[src/sv/kpvf_pkg.sv]
// kpvf_pkg: shared types, constants, saturation helpers and the step program
// of the position/velocity tracking filter. No dependencies.
package kpvf_pkg;

  localparam int DW = 52;
  localparam int PCW = 6;
  localparam int PROG_LEN = 37;
  localparam int NREG = 25;

  typedef logic signed [DW-1:0] word_t;

  localparam word_t MAX48 = {5'b0, {47{1'b1}}};
  localparam word_t MIN48 = {5'h1f, 47'b0};
  localparam word_t MAX32 = {21'b0, {31{1'b1}}};
  localparam word_t MIN32 = {{21{1'b1}}, 31'b0};
  localparam word_t COV_INIT = word_t'(52'd10 << 24);

  localparam logic [31:0] MEAS_VAR_RST = 32'h0001_0000;
  localparam logic [31:0] INIT_POS_RST = 32'h0000_0000;
  localparam logic [31:0] INIT_VEL_RST = 32'h0000_0000;
  localparam logic [31:0] INIT_VVAR_RST = 32'h0001_0000;

  typedef enum logic [1:0] {
    CFG_MEAS_VAR, CFG_INIT_POS, CFG_INIT_VEL, CFG_INIT_VVAR
  } cfg_e;

  typedef enum logic [2:0] {
    OP_MUL, OP_MULC, OP_DIV, OP_ADD, OP_SUB, OP_ADDC, OP_SUBC, OP_ADD32
  } op_e;

  typedef enum logic [4:0] {
    R_T, R_T2, R_T3, R_T4, R_Q, R_ZM, R_MV, R_POS, R_VEL,
    R_PPP, R_PPV, R_PVP, R_PVV, R_A, R_B, R_C, R_D,
    R_PZZ, R_PZV, R_PVZ, R_PVVN, R_Y, R_DEN, R_KZ, R_KV
  } reg_e;

  typedef enum logic [2:0] {
    ST_LOAD, ST_IDLE, ST_FETCH, ST_EXEC, ST_WAIT, ST_OUT
  } state_e;

  typedef struct packed {
    op_e        op;
    reg_e       dst;
    reg_e       src_a;
    reg_e       src_b;
    logic [5:0] sh;
  } uop_t;

  typedef struct packed {
    logic       start;
    logic       sat;
    logic [5:0] sh;
  } mul_ctl_t;

  function automatic word_t sat48(word_t x);
    word_t r;
    r = x;
    if (x > MAX48) r = MAX48;
    else if (x < MIN48) r = MIN48;
    return r;
  endfunction

  function automatic word_t sat32(word_t x);
    word_t r;
    r = x;
    if (x > MAX32) r = MAX32;
    else if (x < MIN32) r = MIN32;
    return r;
  endfunction

  function automatic uop_t uop_at(logic [PCW-1:0] pc);
    uop_t u;
    case (pc)
      6'd0:  u = '{OP_MUL,   R_T2,   R_T,    R_T,    6'd0};
      6'd1:  u = '{OP_MUL,   R_T3,   R_T2,   R_T,    6'd16};
      6'd2:  u = '{OP_MUL,   R_T4,   R_T3,   R_T,    6'd16};
      6'd3:  u = '{OP_MUL,   R_A,    R_VEL,  R_T,    6'd16};
      6'd4:  u = '{OP_ADD32, R_POS,  R_POS,  R_A,    6'd0};
      6'd5:  u = '{OP_MULC,  R_A,    R_PPV,  R_T,    6'd16};
      6'd6:  u = '{OP_ADD,   R_B,    R_PPP,  R_A,    6'd0};
      6'd7:  u = '{OP_MULC,  R_A,    R_PVP,  R_T,    6'd16};
      6'd8:  u = '{OP_ADD,   R_B,    R_B,    R_A,    6'd0};
      6'd9:  u = '{OP_MULC,  R_A,    R_PVV,  R_T2,   6'd32};
      6'd10: u = '{OP_ADD,   R_B,    R_B,    R_A,    6'd0};
      6'd11: u = '{OP_MULC,  R_A,    R_Q,    R_T4,   6'd26};
      6'd12: u = '{OP_ADDC,  R_PZZ,  R_B,    R_A,    6'd0};
      6'd13: u = '{OP_MULC,  R_C,    R_PVV,  R_T,    6'd16};
      6'd14: u = '{OP_ADD,   R_B,    R_PPV,  R_C,    6'd0};
      6'd15: u = '{OP_MULC,  R_D,    R_Q,    R_T3,   6'd25};
      6'd16: u = '{OP_ADDC,  R_PZV,  R_B,    R_D,    6'd0};
      6'd17: u = '{OP_ADD,   R_B,    R_PVP,  R_C,    6'd0};
      6'd18: u = '{OP_ADDC,  R_PVZ,  R_B,    R_D,    6'd0};
      6'd19: u = '{OP_MULC,  R_A,    R_Q,    R_T2,   6'd24};
      6'd20: u = '{OP_ADDC,  R_PVVN, R_PVV,  R_A,    6'd0};
      6'd21: u = '{OP_SUB,   R_Y,    R_ZM,   R_POS,  6'd0};
      6'd22: u = '{OP_ADD,   R_DEN,  R_PZZ,  R_MV,   6'd0};
      6'd23: u = '{OP_DIV,   R_KZ,   R_PZZ,  R_DEN,  6'd0};
      6'd24: u = '{OP_DIV,   R_KV,   R_PZV,  R_DEN,  6'd0};
      6'd25: u = '{OP_MUL,   R_A,    R_KZ,   R_Y,    6'd24};
      6'd26: u = '{OP_ADD32, R_POS,  R_POS,  R_A,    6'd0};
      6'd27: u = '{OP_MUL,   R_A,    R_KV,   R_Y,    6'd24};
      6'd28: u = '{OP_ADD32, R_VEL,  R_VEL,  R_A,    6'd0};
      6'd29: u = '{OP_MULC,  R_A,    R_PZV,  R_KV,   6'd24};
      6'd30: u = '{OP_SUBC,  R_PVV,  R_PVVN, R_A,    6'd0};
      6'd31: u = '{OP_MULC,  R_A,    R_PZV,  R_KZ,   6'd24};
      6'd32: u = '{OP_SUBC,  R_PPV,  R_PZV,  R_A,    6'd0};
      6'd33: u = '{OP_MULC,  R_A,    R_PZZ,  R_KV,   6'd24};
      6'd34: u = '{OP_SUBC,  R_PVP,  R_PVZ,  R_A,    6'd0};
      6'd35: u = '{OP_MULC,  R_A,    R_PZZ,  R_KZ,   6'd24};
      6'd36: u = '{OP_SUBC,  R_PPP,  R_PZZ,  R_A,    6'd0};
      default: u = '{OP_ADD, R_A, R_A, R_A, 6'd0};
    endcase
    return u;
  endfunction

endpackage

[src/sv/kpvf_mul.sv]
// kpvf_mul: signed multiply with rounding right shift and saturation,
// summed from four 24x24 partial products. Depends on kpvf_pkg.
module kpvf_mul import kpvf_pkg::*; (
  input  logic     clk_i,
  input  logic     rst_ni,
  input  mul_ctl_t ctl_i,
  input  word_t    a_i,
  input  word_t    b_i,
  output logic     done_o,
  output word_t    res_o
);

  localparam int MW = 48;
  localparam int HW = 24;
  localparam int PW = 2 * MW;
  localparam int SW = 49;

  logic          busy_q;
  logic [2:0]    step_q;
  logic          done_q;
  logic [MW-1:0] ma_q, mb_q;
  logic          neg_q, sat_q;
  logic [5:0]    sh_q;
  logic [PW-1:0] acc_q;
  word_t         res_q;

  logic [DW-1:0]   abs_a, abs_b;
  logic [HW-1:0]   ca, cb;
  logic [2*HW-1:0] pp;
  logic [1:0]      ij;
  logic [PW-1:0]   pp_sh, rnd, rs;
  logic [SW-1:0]   mag;
  word_t           sv;

  assign abs_a = a_i[DW-1] ? DW'(-a_i) : DW'(a_i);
  assign abs_b = b_i[DW-1] ? DW'(-b_i) : DW'(b_i);

  always_comb begin
    ca = step_q[0] ? ma_q[MW-1:HW] : ma_q[HW-1:0];
    cb = step_q[1] ? mb_q[MW-1:HW] : mb_q[HW-1:0];
    pp = ca * cb;
    ij = {1'b0, step_q[0]} + {1'b0, step_q[1]};
    case (ij)
      2'd0: pp_sh = PW'(pp);
      2'd1: pp_sh = PW'(pp) << HW;
      2'd2: pp_sh = PW'(pp) << (2 * HW);
      default: pp_sh = '0;
    endcase
    rnd = (sh_q == 6'd0) ? '0 : (PW'(1) << (sh_q - 6'd1));
    rs = (acc_q + rnd) >> sh_q;
    mag = (acc_q[PW-1:SW] != '0) ? {SW{1'b1}} : acc_q[SW-1:0];
    sv = neg_q ? -word_t'({{(DW-SW){1'b0}}, mag}) : word_t'({{(DW-SW){1'b0}}, mag});
  end

  always_ff @(posedge clk_i or negedge rst_ni) begin
    if (!rst_ni) begin
      busy_q <= 1'b0;
      step_q <= '0;
      done_q <= 1'b0;
    end else begin
      done_q <= 1'b0;
      if (ctl_i.start) begin
        busy_q <= 1'b1;
        step_q <= '0;
      end else if (busy_q) begin
        if (step_q == 3'd5) begin
          busy_q <= 1'b0;
          done_q <= 1'b1;
        end else begin
          step_q <= step_q + 3'd1;
        end
      end
    end
  end

  always_ff @(posedge clk_i) begin
    if (ctl_i.start) begin
      ma_q  <= abs_a[MW-1:0];
      mb_q  <= abs_b[MW-1:0];
      neg_q <= a_i[DW-1] ^ b_i[DW-1];
      sat_q <= ctl_i.sat;
      sh_q  <= ctl_i.sh;
      acc_q <= '0;
    end else if (busy_q) begin
      if (step_q < 3'd4) acc_q <= acc_q + pp_sh;
      else if (step_q == 3'd4) acc_q <= rs;
      else res_q <= sat_q ? sat48(sv) : sv;
    end
  end

  assign done_o = done_q;
  assign res_o  = res_q;

endmodule

[config.mk]
export PLATFORM = sky130hd
export DESIGN_NAME = kpvf_mul
export DESIGN_NICKNAME = d
export VERILOG_FILES = /design/src/sv/kpvf_pkg.sv /design/src/sv/kpvf_mul.sv
export SDC_FILE = /design/constraint.sdc
export NUM_CORES = 2
export LEC_CHECK = 0
export BUFFER_PORTS_ARGS = -buffer_cell sky130_fd_sc_hd__buf_2
export CORE_ASPECT_RATIO = 1.25
export CORE_UTILIZATION = 55
export CTS_BUF_LIST = sky130_fd_sc_hd__clkbuf_4 sky130_fd_sc_hd__clkbuf_8
export CTS_CLUSTER_SIZE = 28
export DETAILED_ROUTE_END_ITERATION = 10
export PLACE_DENSITY = 0.8
export SYNTH_ARGS = -nofsm -noshare
export SYNTH_HDL_FRONTEND = slang
export SYNTH_SLANG_ARGS = --single-unit
[constraint.sdc]
create_clock -name clk_i -period 12.8 [get_ports clk_i]
set_input_delay 1.28 -clock clk_i [delete_from_list [all_inputs] [get_ports clk_i]]
set_output_delay 1.28 -clock clk_i [all_outputs]
set_load 0.05 [all_outputs]
==> run metrics <==
Layout Utilization 59.4%; Final Hold Fails 0; synth warn 0; first-pass GRT wire length 356 mm; reg2reg path depth 45; Max-slew headroom -12.9%; antenna violations before repair 21; top cell family by delay on the critical path compound AO/OA/AOI/OAI gates; vias in the first global route 55.5k; CP arrival 13.11 ns; die area 98,400 µm²; Synth cell types 102; CP max stage delay 0.65 ns; I/O Buffers 160; Final Slew Violations 5; Final min period 12.58 ns; routed via count 57.1k; critical path type flop to flop; Post-Place Worst Slack 0.584 ns; vias per cell 7.01; area growth from synthesis to layout 6.85%; violated checks capacitance limit, slew limit; Yosys reg bits 257; layout cells sized above 1 10.4%; Routed Wire Length 243 mm; Syn Inst Count 6,808; period utilisation layout 98.3%; Seq/Total Area, Yosys 12.6%; CP endpoint kind flop; number of flops mapped to enable cells by yosys 156; syn nets 7,749; Worst path slowest cell mux2i_2; clock skew 0.0618 ns; class of the worst hold path input pin to asynchronous set/reset pin; I/O pins 167; initial core utilization 55.6%; Die H 350 µm; clk root buf clkbuf_8; crit path launch type flop; pin count of the biggest net entering global routing 117; Nets 7,748; Cell Rows 127; clk buf depth 3; Hold-fix buffers, CTS 0; Max Cap Viol 1; FMAX 0.0795 GHz; Worst Slack Setup Final 0.220 ns; DRT iter0 DRCs 7,787; setup violators final 0; WL per Instance 29.8 µm; H-tree levels 2; Worst Tran Pin Value 1.69 ns; CP Max Fanout 22; dpl hpwl 188 mm; gr ovfl total 0; Core Area 96,100 µm²; CP bufs+invs 12; gpl congestion 1.20; Detail Route Antenna Nets 0; stages on the worst setup path 45; clk sinks 257; Post-Syn Area 53,400 µm²; Async SR Flop Fraction 1.95%; TritonCTS clock tree built; DRC 0; Clock Pin Slew Worst Setup and Hold Paths 0.07 ns; CTS buffer count 44; GRT Total Usage 49.3%; Pre-Repair DR Iteration Count 10; status finished with violations; Top FF cell, synth edfxtp_1; Clock Latency Late Sink 0.72 ns; die width 281 µm; Synth Area per Inst 7.85 µm²; Worst EP required 13.33 ns
-- registers in the layout (all words and copies together), names as in the netlist --
| register | cells |
|---|---|
| acc_q | 96 |
| res_o | 52 |
| ma_q | 48 |
| mb_q | 48 |
| sh_q | 6 |
| step_q | 3 |
| busy_q | 1 |
| done_o | 1 |
| neg_q | 1 |
| sat_q | 1 |
-- cell type report --
| type | count | area, µm² |
|---|---|---|
| inverters | 662 | 2490 |
| flip-flops and latches | 257 | 6740 |
| diodes | 23 | 57.6 |
| repair buffers | 377 | 2500 |
| clock buffers | 53 | 686 |
| clock inverters | 26 | 319 |
| fillers | 8720 | 39000 |
| multi-input cells | 5465 | 42700 |
| well taps | 1290 | 1610 |
-- path summary, 6_finish.rpt --
check / from / endpoint / slack [ns]
max: step_q[1] / acc_q[88] / 0.22
min in group clk_i: acc_q[93] / acc_q[93] / 0.64
max reg2reg: step_q[1] / acc_q[88] / 0.22
min reg2reg: acc_q[93] / acc_q[93] / 0.64
min: rst_ni / done_o / 0.40
max in group asynchronous: rst_ni / step_q[0] / 12.16
-- metal layers --
metal,up-vias,track usage [%],wire length (µm)
li1,24100,-,-
met1,26900,48.4,74100
met2,4259,76.8,105000
met3,1822,17.1,27800
met4,12,55.8,35500
met5,-,0.0493,87
-- stage by stage --
step                      area (µm²)  hold slack (ns)  TNS (ns)  instances
final                          57100            0.402         0       8153
after global routing           57000            0.414   -0.0198       8131
after CTS                      56900            0.410         0       8125
after detailed placement       55900            0.609         0       8046
after global placement         55900            0.602         0       8046
after floorplan                53400            0.532         0       6808
-- cells in the mapped netlist (22+ instances only) --
cell / count / area [µm²]
fa_1: 484 / 9690
o221ai_1: 40 / 350
o211ai_1: 63 / 473
nand3_1: 100 / 500
edfxtp_1: 156 / 4680
or3_1: 65 / 407
nand2_1: 707 / 2650
nor2_1: 726 / 2730
or2_2: 37 / 231
o221a_2: 22 / 248
inv_1: 660 / 2480
mux2_2: 85 / 957
nor3_1: 146 / 731
nor4_1: 44 / 275
nor2b_1: 29 / 181
o21ai_0: 398 / 1990
nand4_1: 98 / 613
a31oi_1: 52 / 325
xnor2_1: 217 / 1900
or4_1: 32 / 240
xor2_1: 86 / 753
o21bai_1: 41 / 308
o22ai_1: 40 / 250
a22oi_1: 26 / 195
a221oi_1: 57 / 499
a211oi_1: 101 / 758
a211o_1: 25 / 219
and2_1: 95 / 594
o31ai_1: 62 / 465
a22o_1: 42 / 368
mux2i_1: 142 / 1420
dfxtp_1: 96 / 1920
o21a_1: 53 / 398
clkbuf_1: 355 / 1330
o41ai_1: 28 / 245
a21o_1: 120 / 901
buf_1: 43 / 161
and3_1: 59 / 369
ha_1: 343 / 4290
mux4_2: 48 / 1080
a21oi_1: 404 / 2020
buf_2: 24 / 120
nand2b_1: 40 / 250
-- timing repair --
item                                    in CTS  in global routing
endpoints found under the setup margin       0                 18
setup buffers                                0                  0
resized for setup                            0                  6
-- placed cells by master, fill, tap and decap left out, types with 156 or more instances in the layout --
master / netlist / layout
o21ai_0: 398 / 396
ha_1: 343 / 343
xnor2_1: 217 / 214
buf_2: 24 / 159
nand2_1: 707 / 707
a21oi_1: 404 / 404
fa_1: 484 / 484
inv_1: 660 / 655
buf_4: 1 / 211
nor2_1: 726 / 722
edfxtp_1: 156 / 156
-- cell families after synthesis --
group                      count (synthesis)  synth area share, %
DFF                                      257                 12.6
adders and majority gates                827                 26.2
AOI/OAI and AO/OA                       1798                 22.5
and+or+nand+nor                         2262                 19.6
xor gates and xnor gates                 303                 4.97
buffers and inverters                   1086                 7.71
muxes                                    275                 6.47
Power is left out: the tool's default activity adds up to more than one toggle a clock period on the data nets, which glitch-free logic cannot reach.
