--- src/sv/kpvf_pkg.sv ---
// kpvf_pkg: shared types, constants, saturation helpers and the step program
// of the position/velocity tracking filter. No dependencies.
package kpvf_pkg;

  localparam int DW = 52;
  localparam int PCW = 6;
  localparam int PROG_LEN = 37;
  localparam int NREG = 25;

  typedef logic signed [DW-1:0] word_t;

  localparam word_t MAX48 = {5'b0, {47{1'b1}}};
  localparam word_t MIN48 = {5'h1f, 47'b0};
  localparam word_t MAX32 = {21'b0, {31{1'b1}}};
  localparam word_t MIN32 = {{21{1'b1}}, 31'b0};
  localparam word_t COV_INIT = word_t'(52'd10 << 24);

  localparam logic [31:0] MEAS_VAR_RST = 32'h0001_0000;
  localparam logic [31:0] INIT_POS_RST = 32'h0000_0000;
  localparam logic [31:0] INIT_VEL_RST = 32'h0000_0000;
  localparam logic [31:0] INIT_VVAR_RST = 32'h0001_0000;

  typedef enum logic [1:0] {
    CFG_MEAS_VAR, CFG_INIT_POS, CFG_INIT_VEL, CFG_INIT_VVAR
  } cfg_e;

  typedef enum logic [2:0] {
    OP_MUL, OP_MULC, OP_DIV, OP_ADD, OP_SUB, OP_ADDC, OP_SUBC, OP_ADD32
  } op_e;

  typedef enum logic [4:0] {
    R_T, R_T2, R_T3, R_T4, R_Q, R_ZM, R_MV, R_POS, R_VEL,
    R_PPP, R_PPV, R_PVP, R_PVV, R_A, R_B, R_C, R_D,
    R_PZZ, R_PZV, R_PVZ, R_PVVN, R_Y, R_DEN, R_KZ, R_KV
  } reg_e;

  typedef enum logic [2:0] {
    ST_LOAD, ST_IDLE, ST_FETCH, ST_EXEC, ST_WAIT, ST_OUT
  } state_e;

  typedef struct packed {
    op_e        op;
    reg_e       dst;
    reg_e       src_a;
    reg_e       src_b;
    logic [5:0] sh;
  } uop_t;

  typedef struct packed {
    logic       start;
    logic       sat;
    logic [5:0] sh;
  } mul_ctl_t;

  function automatic word_t sat48(word_t x);
    word_t r;
    r = x;
    if (x > MAX48) r = MAX48;
    else if (x < MIN48) r = MIN48;
    return r;
  endfunction

  function automatic word_t sat32(word_t x);
    word_t r;
    r = x;
    if (x > MAX32) r = MAX32;
    else if (x < MIN32) r = MIN32;
    return r;
  endfunction

  function automatic uop_t uop_at(logic [PCW-1:0] pc);
    uop_t u;
    case (pc)
      6'd0:  u = '{OP_MUL,   R_T2,   R_T,    R_T,    6'd0};
      6'd1:  u = '{OP_MUL,   R_T3,   R_T2,   R_T,    6'd16};
      6'd2:  u = '{OP_MUL,   R_T4,   R_T3,   R_T,    6'd16};
      6'd3:  u = '{OP_MUL,   R_A,    R_VEL,  R_T,    6'd16};
      6'd4:  u = '{OP_ADD32, R_POS,  R_POS,  R_A,    6'd0};
      6'd5:  u = '{OP_MULC,  R_A,    R_PPV,  R_T,    6'd16};
      6'd6:  u = '{OP_ADD,   R_B,    R_PPP,  R_A,    6'd0};
      6'd7:  u = '{OP_MULC,  R_A,    R_PVP,  R_T,    6'd16};
      6'd8:  u = '{OP_ADD,   R_B,    R_B,    R_A,    6'd0};
      6'd9:  u = '{OP_MULC,  R_A,    R_PVV,  R_T2,   6'd32};
      6'd10: u = '{OP_ADD,   R_B,    R_B,    R_A,    6'd0};
      6'd11: u = '{OP_MULC,  R_A,    R_Q,    R_T4,   6'd26};
      6'd12: u = '{OP_ADDC,  R_PZZ,  R_B,    R_A,    6'd0};
      6'd13: u = '{OP_MULC,  R_C,    R_PVV,  R_T,    6'd16};
      6'd14: u = '{OP_ADD,   R_B,    R_PPV,  R_C,    6'd0};
      6'd15: u = '{OP_MULC,  R_D,    R_Q,    R_T3,   6'd25};
      6'd16: u = '{OP_ADDC,  R_PZV,  R_B,    R_D,    6'd0};
      6'd17: u = '{OP_ADD,   R_B,    R_PVP,  R_C,    6'd0};
      6'd18: u = '{OP_ADDC,  R_PVZ,  R_B,    R_D,    6'd0};
      6'd19: u = '{OP_MULC,  R_A,    R_Q,    R_T2,   6'd24};
      6'd20: u = '{OP_ADDC,  R_PVVN, R_PVV,  R_A,    6'd0};
      6'd21: u = '{OP_SUB,   R_Y,    R_ZM,   R_POS,  6'd0};
      6'd22: u = '{OP_ADD,   R_DEN,  R_PZZ,  R_MV,   6'd0};
      6'd23: u = '{OP_DIV,   R_KZ,   R_PZZ,  R_DEN,  6'd0};
      6'd24: u = '{OP_DIV,   R_KV,   R_PZV,  R_DEN,  6'd0};
      6'd25: u = '{OP_MUL,   R_A,    R_KZ,   R_Y,    6'd24};
      6'd26: u = '{OP_ADD32, R_POS,  R_POS,  R_A,    6'd0};
      6'd27: u = '{OP_MUL,   R_A,    R_KV,   R_Y,    6'd24};
      6'd28: u = '{OP_ADD32, R_VEL,  R_VEL,  R_A,    6'd0};
      6'd29: u = '{OP_MULC,  R_A,    R_PZV,  R_KV,   6'd24};
      6'd30: u = '{OP_SUBC,  R_PVV,  R_PVVN, R_A,    6'd0};
      6'd31: u = '{OP_MULC,  R_A,    R_PZV,  R_KZ,   6'd24};
      6'd32: u = '{OP_SUBC,  R_PPV,  R_PZV,  R_A,    6'd0};
      6'd33: u = '{OP_MULC,  R_A,    R_PZZ,  R_KV,   6'd24};
      6'd34: u = '{OP_SUBC,  R_PVP,  R_PVZ,  R_A,    6'd0};
      6'd35: u = '{OP_MULC,  R_A,    R_PZZ,  R_KZ,   6'd24};
      6'd36: u = '{OP_SUBC,  R_PPP,  R_PZZ,  R_A,    6'd0};
      default: u = '{OP_ADD, R_A, R_A, R_A, 6'd0};
    endcase
    return u;
  endfunction

endpackage

--- src/sv/kpvf_div.sv ---
// kpvf_div: signed Q.24 gain quotient, one restoring step per cycle,
// saturating to 47 bits of magnitude. Depends on kpvf_pkg.
module kpvf_div import kpvf_pkg::*; (
  input  logic  clk_i,
  input  logic  rst_ni,
  input  logic  start_i,
  input  word_t num_i,
  input  word_t den_i,
  output logic  done_o,
  output word_t res_o
);

  localparam int RW = 48;
  localparam int QW = 47;
  localparam int IB = 23;

  logic          busy_q, done_q, neg_q;
  logic [5:0]    cnt_q;
  logic [RW-1:0] rem_q, ud_q;
  logic [QW-1:0] dv_q, quo_q;
  word_t         res_q;

  logic [DW-1:0]    abs_n, abs_d;
  logic [RW-1:0]    un, ud;
  logic             den_zero, too_big, neg;
  logic [RW:0]      rem2, diff;
  logic             ge;

  always_comb begin
    abs_n    = num_i[DW-1] ? DW'(-num_i) : DW'(num_i);
    abs_d    = den_i[DW-1] ? DW'(-den_i) : DW'(den_i);
    un       = abs_n[RW-1:0];
    ud       = abs_d[RW-1:0];
    den_zero = (ud == '0);
    too_big  = {{IB{1'b0}}, un} >= {ud, {IB{1'b0}}};
    neg      = num_i[DW-1] ^ den_i[DW-1];
    rem2     = {rem_q, dv_q[QW-1]};
    diff     = rem2 - {1'b0, ud_q};
    ge       = rem2 >= {1'b0, ud_q};
  end

  always_ff @(posedge clk_i or negedge rst_ni) begin
    if (!rst_ni) begin
      busy_q <= 1'b0;
      done_q <= 1'b0;
      cnt_q  <= '0;
    end else begin
      done_q <= 1'b0;
      if (start_i) begin
        if (den_zero || too_big) begin
          done_q <= 1'b1;
        end else begin
          busy_q <= 1'b1;
          cnt_q  <= 6'(QW);
        end
      end else if (busy_q) begin
        if (cnt_q != '0) begin
          cnt_q <= cnt_q - 6'd1;
        end else begin
          busy_q <= 1'b0;
          done_q <= 1'b1;
        end
      end
    end
  end

  always_ff @(posedge clk_i) begin
    if (start_i) begin
      neg_q <= neg;
      rem_q <= un >> IB;
      dv_q  <= {un[IB-1:0], {(QW-IB){1'b0}}};
      ud_q  <= ud;
      quo_q <= '0;
      if (den_zero) begin
        if (num_i[DW-1]) res_q <= -MAX48;
        else if (num_i != '0) res_q <= MAX48;
        else res_q <= '0;
      end else if (too_big) begin
        res_q <= neg ? -MAX48 : MAX48;
      end
    end else if (busy_q) begin
      if (cnt_q != '0) begin
        rem_q <= ge ? diff[RW-1:0] : rem2[RW-1:0];
        quo_q <= {quo_q[QW-2:0], ge};
        dv_q  <= dv_q << 1;
      end else begin
        res_q <= neg_q ? -word_t'({{(DW-QW){1'b0}}, quo_q})
                       : word_t'({{(DW-QW){1'b0}}, quo_q});
      end
    end
  end

  assign done_o = done_q;
  assign res_o  = res_q;

endmodule

--- config.mk ---
export PLATFORM = sky130hd
export DESIGN_NAME = kpvf_div
export DESIGN_NICKNAME = d
export VERILOG_FILES = /design/src/sv/kpvf_pkg.sv /design/src/sv/kpvf_div.sv
export SDC_FILE = /design/constraint.sdc
export NUM_CORES = 1
export LEC_CHECK = 0
export BUFFER_PORTS_ARGS = -buffer_cell sky130_fd_sc_hd__buf_4
export CAP_MARGIN = 40
export CORE_UTILIZATION = 61
export CTS_CLUSTER_DIAMETER = 30
export DETAILED_ROUTE_END_ITERATION = 8
export HOLD_SLACK_MARGIN = 0.08
export PLACE_DENSITY_LB_ADDON = 0.05
export SYNTH_ARGS = -nofsm -noshare
export SYNTH_HDL_FRONTEND = slang
export SYNTH_SLANG_ARGS = --single-unit
--- constraint.sdc ---
create_clock -name clk_i -period 6.1 [get_ports clk_i]
set_input_delay 0.61 -clock clk_i [delete_from_list [all_inputs] [get_ports clk_i]]
set_output_delay 0.61 -clock clk_i [all_outputs]
set_load 0.05 [all_outputs]
==> out/metrics.cfg, run 1 <==
[sta]
fin_skew_ns=0.0439
clock.fmax_ghz=0.174
timing.final.ws_setup_ns=0.337
hold_viol=0
tightest_slew_ns=0.864
min_period_over_period_pct=94.5
finalSetupViolCount=0
maxSlewViolCount=0
rsz0062_at_grt=false
slew_headroom_pct=42.0
finalCriticalPeriod_ns=5.76

[job]
max_cap_viol_count=0

[status]
status=finished with violations
violations=design-rule violations

[detailed_routing]
drtIter0Drc=1500
drt.antenna.violating_nets=0
remaining_drc_errors=18
viasPerCell=6.34
first_pass_iters=7
wl_per_cell_um=19.4
vias=14735
drt-total-wl_mm=45.0

[synthesis]
synth_top_flop_cell=edfxtp_1
syn_nets=1990
syn_area_per_cell_um2=9.02
async_flop_share_pct=3.52
synth.most_common_cell=edfxtp_1
yosys.area.top_type_share_pct=27.5
yosysSeqAreaShare_pct=37.4
synth_seq_cells=227
synth_commonest_cells=edfxtp_1 (149), a21oi_1 (129), nand2_1 (127)
ys.warnings.count=0
synth_area_um2=16300
yosys.area.top_type=edfxtp_1
ys_types=81
synth_edf_count=149
syn_inst=1803
synth_area_leaders=edfxtp_1 (28%), dfxtp_1 (8.6%), ha_1 (6.1%)

[clocking]
clk_path_buf_depth=3
cts_buffers=46
cts_tree=built
cts_root_buffer=clkbuf_16
h-tree-depth=2
clock_latency_ns=0.56
clock_sinks=227
clk_pin_slew_worst_paths_ns=0.05

[floorplanning]
dieArea_um2=27300
core_region_area_um2=26100
die_y_um=165
num_io_pins=160
rows=59
die_w_um=165
initial_core_util_pct=62.2

[setup_path]
end_kind=flop
start_kind=input pin
cp_max_fo=9
crit_type=in2reg
critPathRequiredTime_ns=6.36
arrival_ns=6.02
r2r_slack_ns=1.67

[global_route]
grt_max_degree=79
grt_pass1_wl_mm=70.3
gr-total-overflow=0
antenna_found_initial=0
grt_pass1_vias=13574
grt_usage_pct=32.6

[power]
cellLeakagePower_uw=0.00795
intPower_uw=3740
ir_drop_v=0.000242
seq_power_share_pct=34.1
p_sw_share_pct=29.2
power_frac_clock_pct=46.9
combPwrFrac_pct=19.0
p_sw_uw=1540
power.density_nw_per_um2=272

[placement]
place_ws_ns=-0.103
io_buffers=156
gp_congestion=0.931
dpl.hpwl_mm=31.8
place_area_um2=17900

[layout]
final_cell_area_um2=19400
drive_above_1_share_pct=18.7
final_nets=2139
syn_to_final_growth_pct=19.6
fillerInstances=1913
diodes=0

[worst_hold_path]
min_path_type=in2reg

==> cell type report <==
| type | count | area, um2 | area share [%] |
|---|---|---|---|
| timing repair buffer | 213 | 1630 | 8.38 |
| multi-input combinational | 1366 | 9380 | 48.3 |
| clock buffer | 55 | 1220 | 6.30 |
| clock inverter | 31 | 343 | 1.76 |
| sequential | 227 | 6080 | 31.3 |
| inverter | 98 | 368 | 1.89 |
| tap | 335 | 419 | 2.16 |
==> stage by stage <==
stage	hold slack (ns)	util [%]	setup TNS [ns]	power (uW)	std cells
final	0.324	74.4	0	5280	2325
after global routing	0.326	74.4	0	5470	2325
after CTS	0.316	74.4	0	5280	2324
after detailed placement	0.432	68.3	-4.25	2790	2237
after global placement	0.432	68.3	-0.640	2770	2235
after floorplan	0.314	-	0	2500	1803
==> worst max-delay path, stage by stage <==
cell	delay [ns]
buf_4	0.11
or4_1	0.58
or3_1	0.36
nor2_1	0.20
nand4_1	0.18
or4_1	0.50
o41ai_1	0.37
xnor2_1	0.16
ha_1	0.29
nand4_1	0.10
nor3_1	0.22
buf_4	0.15
o2111ai_1	0.10
a211oi_1	0.25
nand4_1	0.13
or4_1	0.49
and4b_1	0.26
nor3_2	0.14
buf_4	0.16
nand2_1	0.12
o31ai_4	0.24
buf_4	0.29
==> per-layer routing <==
| layer | vias to the layer above | wire length [um] | global-route usage [%] |
|---|---|---|---|
| li1 | 7025 | - | - |
| met3 | 90 | 3500 | 4.90 |
| met4 | 0 | 1080 | 10.3 |
| met5 | - | 0 | 0 |
| met2 | 656 | 20200 | 51.4 |
| met1 | 6964 | 20200 | 45.9 |
==> registers in the layout (all words and copies together) (netlist names) <==
name    flops
quo_q      47
busy_q      1
ud_q       48
rem_q      48
dv_q       23
neg_q       1
done_o      1
cnt_q       6
res_o      52
==> power groups by stage <==
stage / clock network (uW) / registers (uW) / logic (uW)
after CTS: 2500 / 1800 / 987
after global routing: 2560 / 1810 / 1100
final: 2480 / 1800 / 1000
after global placement: 0 / 1820 / 949
after floorplan: 0 / 1800 / 699
after detailed placement: 0 / 1820 / 971
==> path summary, 6_finish.rpt <==
kind / end / depth (start not counted) / startpoint
worst max register to register: rem_q[6] / 12 / rem_q[21]
worst max-delay path: res_o[7] / 22 / num_i[22]
max in group asynchronous: busy_q / 2 / rst_ni
worst min-delay path: ud_q[0] / 1 / den_i[0]
worst min register to register: rem_q[36] / 2 / rem_q[36]
min in group asynchronous: cnt_q[1] / 2 / rst_ni
==> kinds of logic after synthesis <==
| logic type | count (synthesis) | share of synthesized area [%] |
|---|---|---|
| AO/OA/AOI/OAI | 554 | 23.6 |
| buffers and inverters | 210 | 5.09 |
| XOR/XNOR | 182 | 9.80 |
| adder cells (fa/ha/maj) | 80 | 6.20 |
| multiplexers | 21 | 1.35 |
| flip-flops | 227 | 37.4 |
| AND/OR/NAND/NOR | 529 | 16.6 |
==> cell usage in the layout, fill, tap and decap left out, drive strengths merged, types with 48 or more instances in the layout <==
cell and count:
o21ai 156, xnor2 86, nand2 127, buf 210
edfxtp 149, clkbuf 56, dfxtp 70, xor2 96
a21oi 129, nand3 48, ha 79, inv 103
nor2 124
==> timing repair <==
action | CTS | global route
gates resized for setup | 0 | 0
hold endpoints to repair | 8 | 0
endpoints found under the setup margin | 0 | 0
hold buffers | 1 | 0
setup buffers | 0 | 0
Power figures use the tool's default switching activity.
==> run 2: changes to the inputs <==
--- a/config.mk
+++ b/config.mk
@@ -7,6 +7,7 @@
 export LEC_CHECK = 0
 export BUFFER_PORTS_ARGS = -buffer_cell sky130_fd_sc_hd__buf_4
 export CAP_MARGIN = 40
+export CORE_MARGIN = 1.5
 export CORE_UTILIZATION = 61
 export CTS_CLUSTER_DIAMETER = 30
 export DETAILED_ROUTE_END_ITERATION = 8
==> run 2 against run 1 <==
The flow still finishes with violations (design-rule violations). Largest power group unchanged. Non-clock buffer count down 7. Highest routed layer unchanged. Critical path depth unchanged. Register-to-register slack about the same.
==> out/metrics.cfg, run 2 (synthesis results as in run 1) <==
[job]
max_cap_viol_count=0  ; unchanged

[floorplanning]
core_region_area_um2=26100  ; unchanged
dieArea_um2=27600  ; was 27,300 um2
die_y_um=166  ; was 165 um
die_w_um=166  ; was 165 um
initial_core_util_pct=62.2  ; unchanged
num_io_pins=160  ; unchanged
rows=59  ; unchanged

[layout]
multi_input_area_um2=9380  ; unchanged
layout_common_cells=buf_4 (199), edfxtp_1 (149), a21oi_1 (128)  ; was buf_4 (206), edfxtp_1 (149), a21oi_1 (128)
final_nets=2132  ; was 2,139
layout_commonest_cell=buf_4  ; unchanged
fin_util_pct=74.5  ; was 74.4%
drive_above_1_share_pct=18.4  ; was 18.7%
syn_to_final_growth_pct=19.7  ; was 19.6%
area.sequential_um2=6080  ; unchanged
fillerInstances=1917  ; was 1,913
diodes=0  ; unchanged
largest_register_ffs=52  ; unchanged

[power]
p_sw_uw=1490  ; was 1540 uW
ir_drop_v=0.000222  ; was 0.000242 V
p_sw_share_pct=27.9  ; was 29.2%
seq_power_share_pct=33.5  ; was 34.1%
cellLeakagePower_uw=0.00796  ; was 0.00795 uW
power.density_nw_per_um2=275  ; was 272 nW/um2
power_uw=5340  ; was 5280 uW
combPwrFrac_pct=18.8  ; was 19.0%
power_frac_clock_pct=47.7  ; was 46.9%
intPower_uw=3850  ; was 3740 uW

[sta]
fin_skew_ns=0.0238  ; was 0.0439 ns
tightest_slew_ns=0.917  ; was 0.864 ns
finalSetupViolCount=0  ; unchanged
slew_headroom_pct=38.1  ; was 42.0%
min_period_over_period_pct=92.5  ; was 94.5%
clock.fmax_ghz=0.177  ; was 0.174 GHz
maxSlewViolCount=0  ; unchanged
finalCriticalPeriod_ns=5.64  ; was 5.76 ns
rsz0062_at_grt=false  ; unchanged
hold_viol=0  ; unchanged

[setup_path]
max_stage_delay_ns=0.58  ; about the same
crit_type=in2reg  ; unchanged
end_kind=flop  ; unchanged
start_kind=input pin  ; unchanged
cp_max_fo=29  ; was 9
arrival_ns=5.87  ; was 6.02 ns
critPathRequiredTime_ns=6.33  ; was 6.36 ns
crit_path_cell_trace=buf_4, or4_1, or3_1, nor2_1, nand4_1, or4_1, o31ai_1, xnor2_1, ha_1, nand4_1, nor3_1, buf_4, o2111ai_1, a211oi_1, nand4_1, or4_1, and4b_1, nor3_2, buf_4, nand2_1, o31ai_4, buf_12  ; was buf_4, or4_1, or3_1, nor2_1, nand4_1, or4_1, o41ai_1, xnor2_1, ha_1, nand4_1, nor3_1, buf_4, o2111ai_1, a211oi_1, nand4_1, or4_1, and4b_1, nor3_2, buf_4, nand2_1, o31ai_4, buf_4
critPathSlowestCell=or4_1  ; unchanged

[status]
violations=design-rule violations  ; unchanged
status=finished with violations  ; unchanged

[detailed_routing]
drt.antenna.violating_nets=0  ; unchanged
remaining_drc_errors=9  ; was 18
vias=14544  ; was 14,735
viasPerCell=6.27  ; was 6.34
drtIter0Drc=1585  ; was 1,500
first_pass_iters=9  ; was 7
drt-total-wl_mm=43.3  ; was 45.0 mm
wl_per_cell_um=18.7  ; was 19.4 um

[clocking]
clock_latency_ns=0.53  ; was 0.56 ns
clk_path_buf_depth=3  ; unchanged
cts_tree=built  ; unchanged
post_cts_buffers=0  ; unchanged
clock_sinks=227  ; unchanged
h-tree-depth=2  ; unchanged
cts_root_buffer=clkbuf_16  ; unchanged
clk_pin_slew_worst_paths_ns=0.05  ; about the same
cts_buffers=46  ; unchanged

[global_route]
grt_max_degree=81  ; was 79
antenna_found_initial=0  ; unchanged
grt_pass1_vias=13636  ; was 13,574
gr-total-overflow=0  ; unchanged
grt_pass1_wl_mm=70.1  ; was 70.3 mm
grt_usage_pct=30.9  ; was 32.6%

[placement]
io_buffers=156  ; unchanged
dpl.hpwl_mm=31.2  ; was 31.8 mm
gp_congestion=0.922  ; was 0.931

[worst_hold_path]
min_path_type=in2reg  ; unchanged

[run 2: metal layers]
metal / global-route usage [%] / up-vias / part of all wire [%]
li1: - / 7004 / -
met1: 45.3 / 6853 / 46
met2: 47.3 / 624 / 44
met3: 5.22 / 63 / 8.2
met4: 8.18 / 0 / 1.8
met5: 0 / - / 0
[run 2: through the flow]
step | setup WS (ns) | area (um2) | setup TNS (ns) | cells | hold WS, ns
after global placement | 0.0292 | 17800 | 0 | 2228 | 0.431
after CTS | 0.478 | 19500 | 0 | 2317 | 0.331
after detailed placement | -0.0697 | 17800 | -2.89 | 2230 | 0.432
after floorplan | 0.0598 | 16300 | 0 | 1803 | 0.314
after global routing | 0.275 | 19500 | 0 | 2318 | 0.340
final | 0.458 | 19500 | 0 | 2318 | 0.343
[run 2: layout make-up]
cell class | count | share of cell area (%)
Multi-Input combinational cell | 1366 | 48.2
Sequential cell | 227 | 31.2
Timing Repair Buffer | 206 | 8.26
Clock buffer | 54 | 6.45
Tap cell | 335 | 2.15
Inverter | 98 | 1.89
Clock inverter | 32 | 1.83
[run 2: critical path, delay by kind of cell]
kind                       cells  cell delay [ns]
xor gates and xnor gates       1             0.15
buffers and inverters          4             0.69
AOI/OAI and AO/OA              4             0.84
adders and majority gates      1             0.31
and+or+nand+nor               12             3.24
[run 2: power groups by stage]
stage          clock network [uW]  logic, uW  registers, uW
4_1_cts                      2570        985           1790
3_3_place_gp                    0        952           1810
6_report                     2550       1000           1790
3_5_place_dp                    0        972           1820
5_1_grt                      2650       1110           1800
2_1_floorplan                   0        699           1800
[run 2: what timing repair did]
item / in CTS / in global routing
hold endpoints to repair: 8 / 0
hold buffers: 1 / 0
gates resized for setup: 0 / 0
endpoints found under the setup margin: 0 / 0
[run 2: final timing paths]
path / from / endpoint / slack [ns] / cells past startpoint
max: num_i[22] / res_o[41] / 0.46 / 22
min: den_i[0] / ud_q[0] / 0.34 / 1
max reg2reg: rem_q[21] / rem_q[7] / 1.68 / 11
min reg2reg: rem_q[26] / rem_q[26] / 0.48 / 2
max in group asynchronous: rst_ni / cnt_q[3] / 5.54 / 2
min in group asynchronous: rst_ni / busy_q / 0.44 / 2
